File: config.mk
export PLATFORM = sky130hd
export DESIGN_NAME = voxel_group_mode_downsample
export DESIGN_NICKNAME = d
export VERILOG_FILES = /design/src/hw/rtl/vgmd_pkg.sv /design/src/hw/rtl/voxel_group_mode_downsample.sv
export SDC_FILE = /design/constraint.sdc
export NUM_CORES = 1
export LEC_CHECK = 0
export BUFFER_PORTS_ARGS = -buffer_cell sky130_fd_sc_hd__buf_2
export CAP_MARGIN = 20
export CORE_MARGIN = 2
export CORE_UTILIZATION = 45
export DETAILED_ROUTE_END_ITERATION = 8
export PLACE_DENSITY = 0.64
export REMOVE_ABC_BUFFERS = 1
export SLEW_MARGIN = 0
export SYNTH_ARGS = -nofsm -noshare
export SYNTH_HDL_FRONTEND = slang
export SYNTH_SLANG_ARGS = --single-unit
File: constraint.sdc
create_clock -name clk -period 5.5 [get_ports clk]
set_clock_uncertainty 0.05 [all_clocks]
set_input_delay 1.1 -clock clk [delete_from_list [all_inputs] [get_ports clk]]
set_output_delay 1.1 -clock clk [all_outputs]
set_load 0.005 [all_outputs]
File: src/hw/rtl/vgmd_pkg.sv
// ----------------------------------------------------------------------------
// vgmd_pkg - shared types and constants for the voxel group mode downsampler
// Voxel type, per-group count type and the group constants.
// ----------------------------------------------------------------------------
package vgmd_pkg;

    // Voxels in one 2x2x2 group
    localparam int GROUP_SIZE = 8;
    // Air wins only when more than this many voxels are air
    localparam int AIR_LIMIT  = 4;
    // Count width: must hold GROUP_SIZE itself
    localparam int CNT_W      = $clog2(GROUP_SIZE + 1);

    typedef logic [7:0]       voxel_t;
    typedef logic [CNT_W-1:0] count_t;

    // Type zero is air
    localparam voxel_t AIR_TYPE = 8'd0;

endpackage

File: src/hw/rtl/voxel_group_mode_downsample.sv
// ----------------------------------------------------------------------------
// voxel_group_mode_downsample - 2x2x2 mode filter for level-of-detail voxels
// Takes eight voxel types of a group in z-order and returns the most frequent
// non-zero type; ties go to the type that reached the top count first, and
// air is returned only when more than four voxels are air.
//
// The block accepts one group per clock while the output side does not stall
// and delivers one result per group. It is a four-stage pipeline: pairwise
// type compares, running counts and air count, then the winner scan split
// over two stages (positions 0-3, then 4-7 with the air override).
// Backpressure on the output freezes the stages from the back; empty stages
// keep filling, so no beat is lost.
// ----------------------------------------------------------------------------
module voxel_group_mode_downsample
(
    input  logic             clk,
    input  logic             rst_n,
    input  logic             in_valid,
    output logic             in_ready,
    input  vgmd_pkg::voxel_t voxel_0,
    input  vgmd_pkg::voxel_t voxel_1,
    input  vgmd_pkg::voxel_t voxel_2,
    input  vgmd_pkg::voxel_t voxel_3,
    input  vgmd_pkg::voxel_t voxel_4,
    input  vgmd_pkg::voxel_t voxel_5,
    input  vgmd_pkg::voxel_t voxel_6,
    input  vgmd_pkg::voxel_t voxel_7,
    output logic             out_valid,
    input  logic             out_ready,
    output vgmd_pkg::voxel_t lod_type
);
    import vgmd_pkg::*;

    localparam int HALF = GROUP_SIZE / 2;

    // Stage enables
    logic en1, en2, en3, en4;

    // Input beat as an array
    voxel_t in_vox [GROUP_SIZE];

    // Stage 1: voxels and pairwise equality (row k, columns below k)
    logic                  s1_valid_reg;
    voxel_t                s1_vox_reg  [GROUP_SIZE];
    logic [GROUP_SIZE-1:0] s1_eq_reg   [GROUP_SIZE];
    logic [GROUP_SIZE-1:0] s1_eq_next  [GROUP_SIZE];

    // Stage 2: running counts and air count
    logic   s2_valid_reg;
    voxel_t s2_vox_reg  [GROUP_SIZE];
    count_t s2_run_reg  [GROUP_SIZE];
    count_t s2_run_next [GROUP_SIZE];
    count_t s2_air_reg;
    count_t s2_air_next;

    // Stage 3: scan over the first half
    logic   s3_valid_reg;
    voxel_t s3_vox_reg [HALF];
    count_t s3_run_reg [HALF];
    count_t s3_air_reg;
    count_t s3_best_cnt_reg;
    count_t s3_best_cnt_next;
    voxel_t s3_best_type_reg;
    voxel_t s3_best_type_next;

    // Stage 4: output register
    logic   s4_valid_reg;
    voxel_t s4_type_reg;
    voxel_t s4_type_next;

    assign in_vox[0] = voxel_0;
    assign in_vox[1] = voxel_1;
    assign in_vox[2] = voxel_2;
    assign in_vox[3] = voxel_3;
    assign in_vox[4] = voxel_4;
    assign in_vox[5] = voxel_5;
    assign in_vox[6] = voxel_6;
    assign in_vox[7] = voxel_7;

    // Pipeline flow control: a stage moves when it is empty or its
    // successor moves
    assign en4      = !s4_valid_reg || out_ready;
    assign en3      = !s3_valid_reg || en4;
    assign en2      = !s2_valid_reg || en3;
    assign en1      = !s1_valid_reg || en2;
    assign in_ready = en1;

    assign out_valid = s4_valid_reg;
    assign lod_type  = s4_type_reg;

    // Stage 1 compare matrix
    always_comb
    begin
        for (int k = 0; k < GROUP_SIZE; k++)
        begin
            s1_eq_next[k] = '0;
            for (int m = 0; m < k; m++)
            begin
                s1_eq_next[k][m] = (in_vox[m] == in_vox[k]);
            end
        end
    end

    // Stage 2 running counts: the voxel itself plus earlier matches
    always_comb
    begin
        s2_air_next = '0;
        for (int k = 0; k < GROUP_SIZE; k++)
        begin
            s2_run_next[k] = count_t'(1);
            for (int m = 0; m < GROUP_SIZE; m++)
            begin
                s2_run_next[k] = s2_run_next[k] + count_t'(s1_eq_reg[k][m]);
            end
            s2_air_next = s2_air_next + count_t'(s1_vox_reg[k] == AIR_TYPE);
        end
    end

    // Stage 3 scan, positions 0 to HALF-1
    always_comb
    begin
        s3_best_cnt_next  = '0;
        s3_best_type_next = AIR_TYPE;
        for (int k = 0; k < HALF; k++)
        begin
            if (s2_vox_reg[k] != AIR_TYPE && s2_run_reg[k] > s3_best_cnt_next)
            begin
                s3_best_cnt_next  = s2_run_reg[k];
                s3_best_type_next = s2_vox_reg[k];
            end
        end
    end

    // Stage 4 scan, positions HALF to GROUP_SIZE-1, then air override
    always_comb
    begin
        count_t best_cnt;
        best_cnt     = s3_best_cnt_reg;
        s4_type_next = s3_best_type_reg;
        for (int k = 0; k < HALF; k++)
        begin
            if (s3_vox_reg[k] != AIR_TYPE && s3_run_reg[k] > best_cnt)
            begin
                best_cnt     = s3_run_reg[k];
                s4_type_next = s3_vox_reg[k];
            end
        end
        if (s3_air_reg > count_t'(AIR_LIMIT))
        begin
            s4_type_next = AIR_TYPE;
        end
    end

    // Valid bits
    always_ff @(posedge clk or negedge rst_n)
    begin
        if (!rst_n)
        begin
            s1_valid_reg <= 1'b0;
            s2_valid_reg <= 1'b0;
            s3_valid_reg <= 1'b0;
            s4_valid_reg <= 1'b0;
        end
        else
        begin
            if (en1)
            begin
                s1_valid_reg <= in_valid;
            end
            if (en2)
            begin
                s2_valid_reg <= s1_valid_reg;
            end
            if (en3)
            begin
                s3_valid_reg <= s2_valid_reg;
            end
            if (en4)
            begin
                s4_valid_reg <= s3_valid_reg;
            end
        end
    end

    // Payload registers, loaded only with a live beat
    always_ff @(posedge clk)
    begin
        if (en1 && in_valid)
        begin
            s1_vox_reg <= in_vox;
            s1_eq_reg  <= s1_eq_next;
        end
        if (en2 && s1_valid_reg)
        begin
            s2_vox_reg <= s1_vox_reg;
            s2_run_reg <= s2_run_next;
            s2_air_reg <= s2_air_next;
        end
        if (en3 && s2_valid_reg)
        begin
            for (int k = 0; k < HALF; k++)
            begin
                s3_vox_reg[k] <= s2_vox_reg[k + HALF];
                s3_run_reg[k] <= s2_run_reg[k + HALF];
            end
            s3_air_reg       <= s2_air_reg;
            s3_best_cnt_reg  <= s3_best_cnt_next;
            s3_best_type_reg <= s3_best_type_next;
        end
        if (en4 && s3_valid_reg)
        begin
            s4_type_reg <= s4_type_next;
        end
    end

endmodule
=== After elaboration in Yosys (flattened, before gate mapping) ===
Memory sizes are Yosys's and may differ from the RTL's.
Index checks and enable logic that the tools add are counted.

* Memories: 2
* Output and inout bits: 10
* Flip-flop bits (word level): 216
* Bits of input ports: 68
* Memory bits (writable): 48

* Equality and inequality tests: 28
* Add/subtract/negate cells: 35
* Magnitude comparators: 8
* Reduce and logical (&&, ||, !) cells: 35
* Mux-type cells: 17

{| class="wikitable"
|+ Memory list
! name !! depth !! width !! rd ports !! clocked after memory_dff !! wr ports !! line !! RTL
|-
| s3_vox_reg || 4 || 8 || 4 || 0 || 4 || voxel_group_mode_downsample.sv:58 || <nowiki>voxel_t s3_vox_reg [HALF];</nowiki>
|-
| s3_run_reg || 4 || 4 || 4 || 0 || 4 || voxel_group_mode_downsample.sv:59 || <nowiki>count_t s3_run_reg [HALF];</nowiki>
|}

{| class="wikitable"
|+ Operator list
! cell !! count
|-
| equality test 8 bit || 28
|-
| zero test 8 bit || 8
|-
| 2-to-1 mux 8 bit || 8
|-
| nonzero test 8 bit || 8
|-
| adder 4 x 1 -> 4 bit || 14
|-
| > comparator 4 bit || 7
|-
| adder 3 x 1 -> 4 bit || 6
|-
| 2-to-1 mux 4 bit || 6
|-
| adder 2 x 1 -> 3 bit || 7
|-
| adder 1 x 1 -> 2 bit, first input constant || 7
|-
| logical AND 1 bit || 11
|-
| > comparator 4 x 3 -> 1 bit, second input constant || 1
|-
| zero test 1 bit || 4
|-
| logical OR 1 bit || 4
|-
| 2-to-1 mux 1 bit || 3
|-
| adder 1 x 1 -> 2 bit || 1
|}

=== Logic depth before layout (Yosys ltp) ===
An unclocked memory read counts as a cell.

* Depth in word-level cells: 13
* Mapped depth: 30
* Mapped depth without buffers: 28

=== Least setup slack after synthesis ===
Ideal clock, no wire load.

* Path kind: register -> register
* From: register s3_best_cnt_reg[1]
* To: register s4_type_reg[5], in the netlist lod_type[5] (data pin)
* Clock period less this slack: 5.901 ns
* Cell stages (with the launch flop): 29
* Setup slack: -0.401 ns
* Arrival time: 5.684 ns
* Path through: edfxtp_1 > inv_1 > ha_1 > nor2b_1 > o21a_1 > o211a_1 > buf_4 > mux2_2 > inv_1 > ha_1 > and2_1 > o221a_1 > o21a_1 > nand2_2 > mux2_2 > ha_1 > a32oi_1 > o21a_1 > nand2_1 > o21a_1 > ha_1 > nor2b_1 > o21ai_0 > a32oi_1 > o21ai_1 > clkbuf_1 > nor2_1 > a211o_1 > a211oi_1

* Word-level cells in the longest chain between the ends: 12
* Elaborated cells on any way between the ends: 15
* Those cells by class: order compare: 4; mux: 7; reduce/logical: 4

{| class="wikitable"
|+ Ends and longest elaborated chain
! what !! line !! RTL
|-
| start: declaration || voxel_group_mode_downsample.sv:61 || <nowiki>count_t s3_best_cnt_reg;</nowiki>
|-
| start signal: assignment || voxel_group_mode_downsample.sv:207 || <nowiki>s3_best_cnt_reg <= s3_best_cnt_next;</nowiki>
|-
| > comparator 4 bit || voxel_group_mode_downsample.sv:142 || <nowiki>if (s3_vox_reg[k] != AIR_TYPE && s3_run_reg[k] > best_cnt)</nowiki>
|-
| logical AND 1 bit || voxel_group_mode_downsample.sv:142 ||
|-
| 2-to-1 mux 4 bit || voxel_group_mode_downsample.sv:142 ||
|-
| > comparator 4 bit || voxel_group_mode_downsample.sv:142 ||
|-
| logical AND 1 bit || voxel_group_mode_downsample.sv:142 ||
|-
| 2-to-1 mux 4 bit || voxel_group_mode_downsample.sv:142 ||
|-
| > comparator 4 bit || voxel_group_mode_downsample.sv:142 ||
|-
| logical AND 1 bit || voxel_group_mode_downsample.sv:142 ||
|-
| 2-to-1 mux 4 bit || voxel_group_mode_downsample.sv:142 ||
|-
| > comparator 4 bit || voxel_group_mode_downsample.sv:142 ||
|-
| logical AND 1 bit || voxel_group_mode_downsample.sv:142 ||
|-
| 2-to-1 mux 8 bit (*) || voxel_group_mode_downsample.sv:142 ||
|-
| end signal: assignment || voxel_group_mode_downsample.sv:212 || <nowiki>s4_type_reg <= s4_type_next;</nowiki>
|-
| end: declaration || voxel_group_mode_downsample.sv:68 || <nowiki>voxel_t s4_type_reg;</nowiki>
|}

Mark *: on every way between the ends. The rest lies on a longest branch, timed or not.
A chain may end at the register's enable or synchronous reset.

=== Worst setup path after layout ===
* From: register s3_best_cnt_reg[1]
* To: register s4_type_reg[3], in the netlist lod_type[3] (data pin)

Same word-level chain as after synthesis.

==> results_dict.tcl <==
set metrics [dict create \
    period_needed_ns 5.53 \
    worstPathMaxFanout 6 \
    p_total_uw 6070 \
    hpwlAfterDp_um 20400 \
    grt_usage_pct 20.0 \
    overflow 0 \
    layout_common_cells "edfxtp_1 (248), xnor2_1 (225), buf_2 (77)" \
    die_width_um 171 \
    cts_hold_buf 0 \
    synth_warnings 0 \
    critical-path-top-delay-family "compound AO/OA/AOI/OAI gates" \
    worst_slew_pin_slew_ns 0.952 \
    syn-cell-area_um2 12600 \
    synth_edf_count 248 \
    crit_slowest_cell "edfxtp_1" \
    drive_above_1_share_pct 20.1 \
    fin_ws_ns -0.0349 \
    die_y_um 171 \
    placed_area_um2 13400 \
    finalHoldViolCount 0 \
    port-buffer-count 77 \
    violations "negative setup slack" \
    clk-insertion-delay-late_ns 0.52 \
    grt_pass1_vias 7408 \
    first_iter_violations 564 \
    rsz0062_at_grt "yes" \
    seqCellArea_um2 7550 \
    hold_path_class "input port to asynchronous set/reset pin" \
    cp.required_ns 5.70 \
    num_io_pins 78 \
    maxCapViolCount 0 \
    drt_pre_antenna_iters 5 \
    ant_nets 0 \
    fin_nets 1157 \
    ys_seq_elements 252 \
    antenna_found_initial 0 \
    routedWlPerCell_um 20.1 \
    num_rows 61 \
    cts_buffer_depth 3 \
    fin_crit_sh_pct 101 \
    slew_headroom_pct 36.4 \
    drc 0 \
    path_clk_slew_ns 0.06 \
    multi_input_area_um2 4730 \
    clock-sinks 252 \
    async_reset_ff_share_pct 1.59 \
    syn_to_final_growth_pct 16.7 \
    critPathCaptureType "register" \
    report.final.slew_viol_count 0 \
    viasPerCell 5.24 \
    synth_cells 970 \
    synth_ff_type "edfxtp_1" \
    worst_setup_path_start_kind "register" \
    path_class "register to register" \
    num_vias 7543 \
    grt_pass1_wl_um 43400 \
    final_cell_area_um2 14700 \
    tritoncts "built" \
    routed_wl_um 28900 \
    cellLeakagePower_uw 0.00511 \
    syn_area_per_cell_um2 13.0 \
    critPathArrivalTime_ns 5.73 \
    crit_path_max_incr_delay_ns 0.40 \
    numCtsBuffers 26 \
    dieArea_um2 29300 \
    mostFrequentLayoutCell "edfxtp_1" \
    status "finished with violations" \
    gp_congestion 0.877 \
    h-tree-depth 1 \
    nFillCells 2349 \
    initial_utilization_pct 45.5 \
    fmax_mhz 181 \
    final_core_util_pct 53.1 \
    synth_cell_type_count 51 \
    cellPowerDensity_nw_per_um2 414 \
    peakVddDrop_uv 205 \
    cp_num_buf_inv 5 \
    grt_max_degree 89 \
    setup_tns_ns -0.0349 \
    antenna_cells 0 \
    synth-seq-area-share_pct 60.1 \
    setup_viol 1 \
    coreArea_um2 27600 \
    clock-root-buffer "clkbuf_16" \
]
[per-stage QoR]
stage               setup slack [ns]  instances  hold WS (ns)
floorplan                      -1.16        894         0.350
global placement              -0.155       1380         0.352
detailed placement            -0.271       1380         0.355
CTS                          -0.0973       1435         0.303
global route                  -0.275       1440         0.307
finish                       -0.0349       1440         0.325
[cell type report]
| class | instances | area share [%] |
|---|---|---|
| Clock buffer | 30 | 4.69 |
| Clock inverter | 16 | 1.31 |
| Inverter | 62 | 1.60 |
| Multi-Input combinational cell | 580 | 32.3 |
| Sequential cell | 252 | 51.5 |
| Tap cell | 378 | 3.23 |
| Timing Repair Buffer | 122 | 5.40 |
[synthesized netlist by cell type (all sizes together), types with 2 or more instances]
library cell	count	area share, %
mux2i	11	0.88
nor4	30	1.5
buf	15	0.58
nor2b	16	0.80
nor2	51	1.5
dfrtp	4	0.80
a211oi	13	0.78
a21oi	7	0.28
o21ai	24	0.99
o21a	4	0.24
fa	13	2.1
nand2b	6	0.30
and2	7	0.35
a221oi	2	0.14
a32oi	2	0.14
or4	8	0.48
nand2	34	1.0
mux2	4	0.36
a32o	2	0.16
or2	4	0.20
clkbuf	61	1.8
inv	62	1.9
edfxtp	248	59
xnor2	225	16
nand4	58	2.9
a211o	6	0.42
nand3	5	0.20
ha	32	3.2
[final timing paths]
kind / slack [ns] / cells after the start / to / start
setup / recovery: -0.03 / 28 / lod_type[3]$_SDFFCE_PN0P_ / s3_best_cnt_reg[1]$_DFFE_PP_
hold / removal: 0.32 / 1 / s3_valid_reg$_DFFE_PN0P_ / rst_n
setup reg to reg: -0.03 / 28 / lod_type[3]$_SDFFCE_PN0P_ / s3_best_cnt_reg[1]$_DFFE_PP_
hold reg to reg: 0.36 / 0 / s3_air_reg[2]$_DFFE_PP_ / s2_air_reg[2]$_DFFE_PP_
max in group asynchronous: 4.96 / 1 / s1_valid_reg$_DFFE_PN0N_ / rst_n
min in group clk: 0.36 / 0 / s3_air_reg[2]$_DFFE_PP_ / s2_air_reg[2]$_DFFE_PP_
[what timing repair did]
action	in CTS	in global routing
resized for setup	30	28
pin swaps	25	24
buffers inserted	9	3
setup endpoints to repair	8	8
cloned	0	1
[power breakdown]
group,leakage (uW),internal (uW),switching [uW]
registers,0.00247,2410,105
logic,0.00221,837,941
clock network,0.000432,1090,692
[cell families after synthesis]
logic type | after synthesis | share of synthesized area [%]
flip-flops | 252 | 60.1
XOR/XNOR | 226 | 15.8
AND/OR/NAND/NOR | 221 | 9.38
buffers and inverters | 138 | 4.25
AO/OA/AOI/OAI | 73 | 4.04
adder cells (fa/ha/maj) | 45 | 5.26
multiplexers | 15 | 1.23
[layer usage]
layer	vias to the layer above	share of wire [%]	track usage, %
li1	3597	-	-
met2	252	46	32.2
met1	3638	46	28.4
met4	0	2.4	5.60
met3	56	5.3	2.82
met5	-	0	0
(Power assumes the default switching activity.)
